==> config.mk <==
export PLATFORM = sky130hd
export DESIGN_NAME = srpdp_cell
export DESIGN_NICKNAME = d
export VERILOG_FILES = /design/src/design/srpdp_pkg.sv /design/src/design/srpdp_cell.sv
export SDC_FILE = /design/constraint.sdc
export NUM_CORES = 1
export LEC_CHECK = 0
export BUFFER_PORTS_ARGS = -buffer_cell sky130_fd_sc_hd__buf_2
export CORE_UTILIZATION = 45
export CTS_BUF_LIST = sky130_fd_sc_hd__clkbuf_16
export CTS_CLUSTER_DIAMETER = 30
export CTS_CLUSTER_SIZE = 28
export DETAILED_ROUTE_END_ITERATION = 10
export PLACE_DENSITY = 0.8
export SLEW_MARGIN = 10
export SYNTH_ARGS = -nofsm -noshare
export SYNTH_HDL_FRONTEND = slang
export SYNTH_SLANG_ARGS = --single-unit
export TNS_END_PERCENT = 100
==> constraint.sdc <==
create_clock -name clk -period 1.19 [get_ports clk]
set_input_delay 0.0595 -clock clk [delete_from_list [all_inputs] [get_ports clk]]
set_output_delay 0.0595 -clock clk [all_outputs]
set_load 0.02 [all_outputs]
==> src/design/srpdp_pkg.sv <==
// Shared types and constants of the shelf row partition DP unit.
// Holds the beat structs, status codes and the cell control bundle.
// No dependencies.
package srpdp_pkg;

	localparam int MIN_BLOCKS = 5;

	typedef enum logic [1:0] {
		ST_OK        = 2'd0,
		ST_BAD_SIZE  = 2'd1,
		ST_BAD_COUNT = 2'd2
	} status_t;

	typedef struct packed {
		logic [15:0] block_width;
		logic [15:0] block_height;
		logic        last_block;
	} in_beat_t;

	typedef struct packed {
		logic [1:0]  status;
		logic [5:0]  row_index;
		logic [6:0]  row_blocks;
		logic [6:0]  row_count;
		logic [21:0] total_height;
		logic        last_row;
	} out_beat_t;

	typedef enum logic [2:0] {
		CELL_HOLD = 3'd0,
		CELL_ROT  = 3'd1,
		CELL_UPD  = 3'd2,
		CELL_LOAD = 3'd3,
		CELL_CLR  = 3'd4
	} cell_mode_t;

	typedef struct packed {
		cell_mode_t  mode;
		logic [15:0] blk_w;
		logic [15:0] blk_h;
		logic [15:0] shelf;
	} cell_ctl_t;

endpackage

==> src/design/srpdp_cell.sv <==
// One DP entry of the row: last-row height, last-row length, best total.
// Rotates toward its lower neighbor for scans, extends its lower neighbor's entry on update.
// Depends on srpdp_pkg.
module srpdp_cell #(
	parameter int TW = 23
) (
	input  logic                 clk,
	input  logic                 arst_n,
	input  srpdp_pkg::cell_ctl_t ctl,
	input  logic                 dn_valid,
	input  logic [15:0]          dn_height,
	input  logic [15:0]          dn_length,
	input  logic [TW-1:0]        dn_total,
	input  logic                 up_valid,
	input  logic [15:0]          up_height,
	input  logic [15:0]          up_length,
	input  logic [TW-1:0]        up_total,
	output logic                 valid,
	output logic [15:0]          height,
	output logic [15:0]          length,
	output logic [TW-1:0]        total
);

	logic          valid_q;
	logic [15:0]   height_q;
	logic [15:0]   length_q;
	logic [TW-1:0] total_q;

	logic [16:0]   ext_len;
	logic          fits;
	logic [15:0]   ext_h;
	logic [TW-1:0] ext_tot;

	assign ext_len = {1'b0, dn_length} + {1'b0, ctl.blk_w};
	assign fits    = dn_valid && (ext_len <= {1'b0, ctl.shelf});
	assign ext_h   = (dn_height > ctl.blk_h) ? dn_height : ctl.blk_h;
	assign ext_tot = dn_total + TW'(ext_h - dn_height);

	always_ff @(posedge clk or negedge arst_n) begin
		if (!arst_n) begin
			valid_q <= 1'b0;
		end else begin
			unique case (ctl.mode)
				srpdp_pkg::CELL_HOLD: valid_q <= valid_q;
				srpdp_pkg::CELL_ROT:  valid_q <= up_valid;
				srpdp_pkg::CELL_UPD:  valid_q <= fits;
				srpdp_pkg::CELL_LOAD: valid_q <= dn_valid;
				srpdp_pkg::CELL_CLR:  valid_q <= 1'b0;
				default:              valid_q <= valid_q;
			endcase
		end
	end

	always_ff @(posedge clk) begin
		unique case (ctl.mode)
			srpdp_pkg::CELL_ROT: begin
				height_q <= up_height;
				length_q <= up_length;
				total_q  <= up_total;
			end
			srpdp_pkg::CELL_UPD: begin
				height_q <= ext_h;
				length_q <= ext_len[15:0];
				total_q  <= ext_tot;
			end
			srpdp_pkg::CELL_LOAD: begin
				height_q <= dn_height;
				length_q <= dn_length;
				total_q  <= dn_total;
			end
			default: begin
				height_q <= height_q;
				length_q <= length_q;
				total_q  <= total_q;
			end
		endcase
	end

	assign valid  = valid_q;
	assign height = height_q;
	assign length = length_q;
	assign total  = total_q;

endmodule

== After elaboration in Yosys (flattened, before gate mapping) ==
Cells that the tools add are included.
Word-level totals
  word-level logic and storage cells: 21
  register bits: 56
  output and inout bits: 56
  bits of input ports: 165
Operators by class
  magnitude comparators: 2
  add/subtract/negate cells: 3
  eq/ne operators: 4
  multiplexer cells: 5
  reductions and logical operators: 3
Operators by type and width (count)
  $pmux W16 S3: 2
  $pmux W23 S3: 1
  $add A23 B23 Y23: 1
  $add A16 B16 Y17: 1
  $le A17 B16 Y1: 1
  $sub A16 B16 Y17: 1
  $gt A16 B16 Y1: 1
  $mux W16: 1
  $eq A3 B2 Y1 const B: 2
  $pmux W1 S4: 1
  $reduce_bool A4 Y1: 1
  $eq A3 B1 Y1 const B: 1
  $eq A3 B3 Y1 const B: 1
  $reduce_bool A3 Y1: 1
  $logic_and A1 B1 Y1: 1

== Logic depth before layout (Yosys ltp) ==
  depth in word-level cells: 5
  gate-level depth with buffers: 29
  depth with buffers taken out: 28

== Least setup slack after synthesis ==
Ideal clock, no wire load.
  path kind: input to register
  start: input port ctl[31] (netlist bit)
  end: register total_q[22], in the netlist total[22] (data pin)
  library setup time: 0.152 ns
  data arrival time: 5.039 ns
  path buffers: 2
  slack: -4.001 ns
  required time: 1.038 ns
  cell stages on the path: 25
  cells stage by stage: inv_1 -> ha_1 -> nand4_1 -> o41ai_1 -> clkbuf_1 -> nand2_1 -> o21ai_0 -> ha_1 -> nor2b_1 -> o21ai_0 -> nand2b_1 -> o21a_1 -> nor4_1 -> o221ai_1 -> xor2_1 -> ha_1 -> clkbuf_1 -> a211oi_1 -> nor2_1 -> o41ai_1 -> o21a_1 -> o311ai_4 -> xnor2_1 -> or3_1 -> a31oi_1
On the way
  word-level cells in the longest chain between the ends: 5
RTL lines
  start, declared: RTL line srpdp_cell.sv:9  | input srpdp_pkg::cell_ctl_t ctl,
  $gt A16 B16 Y1: RTL line srpdp_cell.sv:36  | assign ext_h = (dn_height > ctl.blk_h) ? dn_height : ctl.blk_h;
  $mux W16 *: RTL line srpdp_cell.sv:36
  $sub A16 B16 Y17 *: RTL line srpdp_cell.sv:37  | assign ext_tot = dn_total + TW'(ext_h - dn_height);
  $add A23 B23 Y23 *: RTL line srpdp_cell.sv:37
  $pmux W23 S3 *: RTL line srpdp_cell.sv:55  | unique case (ctl.mode)
  end signal, assigned: RTL line srpdp_cell.sv:59  | total_q <= up_total;
  end signal, assigned: RTL line srpdp_cell.sv:64  | total_q <= ext_tot;
  end signal, assigned: RTL line srpdp_cell.sv:69  | total_q <= dn_total;
  end, declared: RTL line srpdp_cell.sv:27  | logic [TW-1:0] total_q;
Mark *: on every way between the ends. The rest lies on a longest branch, timed or not.
A chain may end at the register's enable or synchronous reset.

== Worst setup path in the final report ==
  start: input port ctl[21] (netlist bit)
  end: register total_q[22], in the netlist total[22] (data pin)
Same word-level chain as after synthesis.

==> flow_metrics.py <==
metrics = {
    "layout": {
        "area_delta_synth_final_pct": 78.5,
        "final_cell_mix": "buf_4 (210), buf_2 (200), nand2_1 (79)",
        "stdcell_count": 1393,
        "nets": 1470,
        "final_common_cell": "buf_4",
        "drive_gt1_share_pct": 54.8,
        "num-fill-cells": 696,
    },
    "yosys": {
        "ys_seq_area_share_pct": 26.6,
        "syn-num-nets": 1007,
        "synth-edff-count": 55,
        "syn_area_um2": 6300,
        "synth_seq_cells": 56,
        "ys_types": 55,
        "yosysWarnings": 0,
        "synthCells": 751,
        "synthArstFlopShare_pct": 1.79,
        "synthFlopType": "edfxtp_1",
        "avgSynthCellArea_um2": 8.39,
    },
    "timing": {
        "fmax_mhz": 175,
        "setup_tns_ps": -134240,
        "holdWs_ps": 8.17,
        "finalHoldViolations": 0,
        "grt_setup_unrepaired": "yes",
        "tightest_slew_ps": 544,
        "finClkSkew_ps": 0,
        "fin_crit_sh_pct": 481,
        "worst_slack_ps": -4540,
        "setup_violations": 54,
        "maxSlewViolCount": 0,
        "period_needed_ps": 5730,
        "relSlewSlack_pct": 63.5,
    },
    "die": {
        "rows": 42,
        "die_h_um": 120,
        "fp.dieArea_um2": 14500,
        "die_w_um": 120,
        "ioPinCount": 221,
        "initial_utilization_pct": 46.8,
        "core_area_um2": 13500,
    },
    "routing": {
        "via_per_inst": 6.27,
        "drc": 0,
        "dr.first_iter.drc_count": 1067,
        "vias": 8732,
        "dr.pass1.iters": 6,
        "routedWlPerCell_um": 23.8,
        "totalWireLength_um": 33200,
        "drtAntennaViolNets": 0,
    },
    "critical_path": {
        "crit_family": "compound AO/OA/AOI/OAI gates",
        "max_stage_delay_ps": 550,
        "crit_top_cell": "a21oi_2",
        "end_kind": "register",
        "worstSetupPathType": "input pin to register",
        "critPathBufInv": 6,
        "cp_max_fo": 10,
        "critPathRequiredTime_ps": 1370,
        "cp-start-kind": "input pin",
        "cp.arrival_ps": 5910,
        "slowest_stage": "nor4_4",
    },
    "clocking": {
        "htree_levels": 2,
        "cts_made_buffers": 5,
        "cts_root_buf": "clkbuf_16",
        "clock_latency_ps": 320,
        "path_clk_slew_ps": 90,
        "clock_sinks": 56,
        "cts_tree": "done",
        "clockBufferDepth": 2,
    },
    "pwr": {
        "p_int_mw": 8.10,
        "p_leak_nw": 5.36,
        "ir_drop_uv": 787,
        "p_switching_mw": 6.33,
        "power_density_nw_per_um2": 1280,
        "finalPower_mw": 14.4,
        "swShare_pct": 43.9,
        "seq_power_share_pct": 17.3,
        "combinationalPowerShare_pct": 71.4,
        "p_clk_share_pct": 11.3,
    },
    "run": {
        "max_cap_violations": 0,
    },
    "hold_path": {
        "hp-class": "input pin to register",
    },
    "global_route": {
        "grt_pass1_vias": 8049,
        "grt_pass1_wl_um": 41000,
        "grt_overflow_total": 0,
        "grt_antenna_before_repair": 1,
        "grt_use_total_pct": 36.9,
        "grt_max_degree": 48,
    },
    "run_status": {
        "status": "finished with violations",
        "violations": "setup timing",
    },
    "placed_design": {
        "place.gp.congestion": 0.914,
        "io_buffers": 220,
        "hpwl_um": 16000,
        "placedCellCount": 1323,
    },
}
[state kept, by name, summed over array words and instances (netlist names)]
| register | flops |
|---|---|
| total | 23 |
| valid | 1 |
| length | 16 |
| height | 16 |
[power groups by stage]
| stage | clock network [mW] | registers [mW] | logic, mW |
|---|---|---|---|
| floorplan | 0 | 2.81 | 4.02 |
| global placement | 0 | 2.52 | 6.83 |
| finish | 1.63 | 2.50 | 10.3 |
| CTS | 1.58 | 2.49 | 8.02 |
| global route | 1.67 | 2.52 | 10.7 |
| detailed placement | 0 | 2.53 | 6.99 |
[kinds of logic (layout without fill, tap and decap cells)]
kind of cell	count (synthesis)	count (layout)	share of synthesized area, %
compound gates	234	234	23.0
simple gates	211	211	15.9
fa+ha+maj	91	91	18.4
buf+inv	85	549	5.18
flops	56	56	26.6
xor+xnor	43	43	5.98
mux	31	31	4.92
other cells	0	2	0
[worst paths after layout]
kind	end	startpoint	cells past startpoint	slack [ps]
worst max-delay path	total[22]$_DFFE_PP_	ctl[21]	29	-4540
worst min-delay path	length[1]$_DFFE_PP_	up_length[1]	3	8
worst max register to register	valid$_DFFE_PN0P_	valid$_DFFE_PN0P_	3	110
worst min register to register	valid$_DFFE_PN0P_	valid$_DFFE_PN0P_	3	850
max in group asynchronous	valid$_DFFE_PN0P_	arst_n	2	1020
min in group asynchronous	valid$_DFFE_PN0P_	arst_n	2	70
[layout make-up]
| class | instances | area (µm²) | area share (%) |
|---|---|---|---|
| antenna | 2 | 5.00 | 0.0445 |
| clock buffer | 5 | 125 | 1.11 |
| clock inverter | 3 | 16.3 | 0.145 |
| inverter | 59 | 262 | 2.32 |
| multi-input combinational | 610 | 5450 | 48.4 |
| sequential | 56 | 1680 | 14.9 |
| tap | 176 | 220 | 1.96 |
| timing repair buffer | 482 | 3500 | 31.1 |
[cells in the mapped netlist, types with 6 or more instances]
cell type | count | area share [%]
nand2b_1 | 14 | 1.4
edfxtp_1 | 55 | 26
nor2b_1 | 14 | 1.4
a21o_1 | 19 | 2.3
o211ai_1 | 6 | 0.71
nor2_1 | 43 | 2.6
xor2_1 | 18 | 2.5
nand3_1 | 11 | 0.87
nand4_1 | 6 | 0.60
a31oi_1 | 12 | 1.2
nand2_1 | 85 | 5.1
ha_1 | 88 | 17
inv_1 | 59 | 3.5
xnor2_1 | 25 | 3.5
nor3_1 | 8 | 0.64
a21oi_1 | 56 | 4.4
o21ai_0 | 92 | 7.3
o21bai_1 | 6 | 0.71
o21a_1 | 11 | 1.3
and3_1 | 7 | 0.69
clkbuf_1 | 22 | 1.3
a211oi_1 | 8 | 0.95
mux2i_1 | 31 | 4.9
[per-stage QoR]
step                      setup slack [ps]  utilization (%)  area, µm²
after floorplan                      -3490                -       6740
after global placement               -3990             70.6       9500
after detailed placement             -4150             70.6       9500
after CTS                            -3610             78.5      10600
after global routing                 -4610             83.6      11200
final                                -4540             83.6      11200
[worst reg2reg max path: stages (launching register included)]
cell and delay, ps:
dfrtp_1 410, or3_1 340, o211ai_1 140, a31oi_1 70
[what timing repair did]
action | CTS | global route
hold endpoints to repair | 1 | 0
hold buffers | 1 | 0
gates resized for setup | 163 | 139
setup endpoints to repair | 54 | 54
pin swaps | 95 | 94
setup buffers | 55 | 45
[routing by layer]
layer / share of wire (%) / up-vias / GRT usage (%)
li1: - / 3654 / -
met1: 33 / 4037 / 41.0
met2: 46 / 765 / 64.3
met3: 11 / 276 / 7.45
met4: 9.2 / 0 / 23.1
met5: 0 / - / 0
No activity file was read; power rests on OpenSTA's default activity.
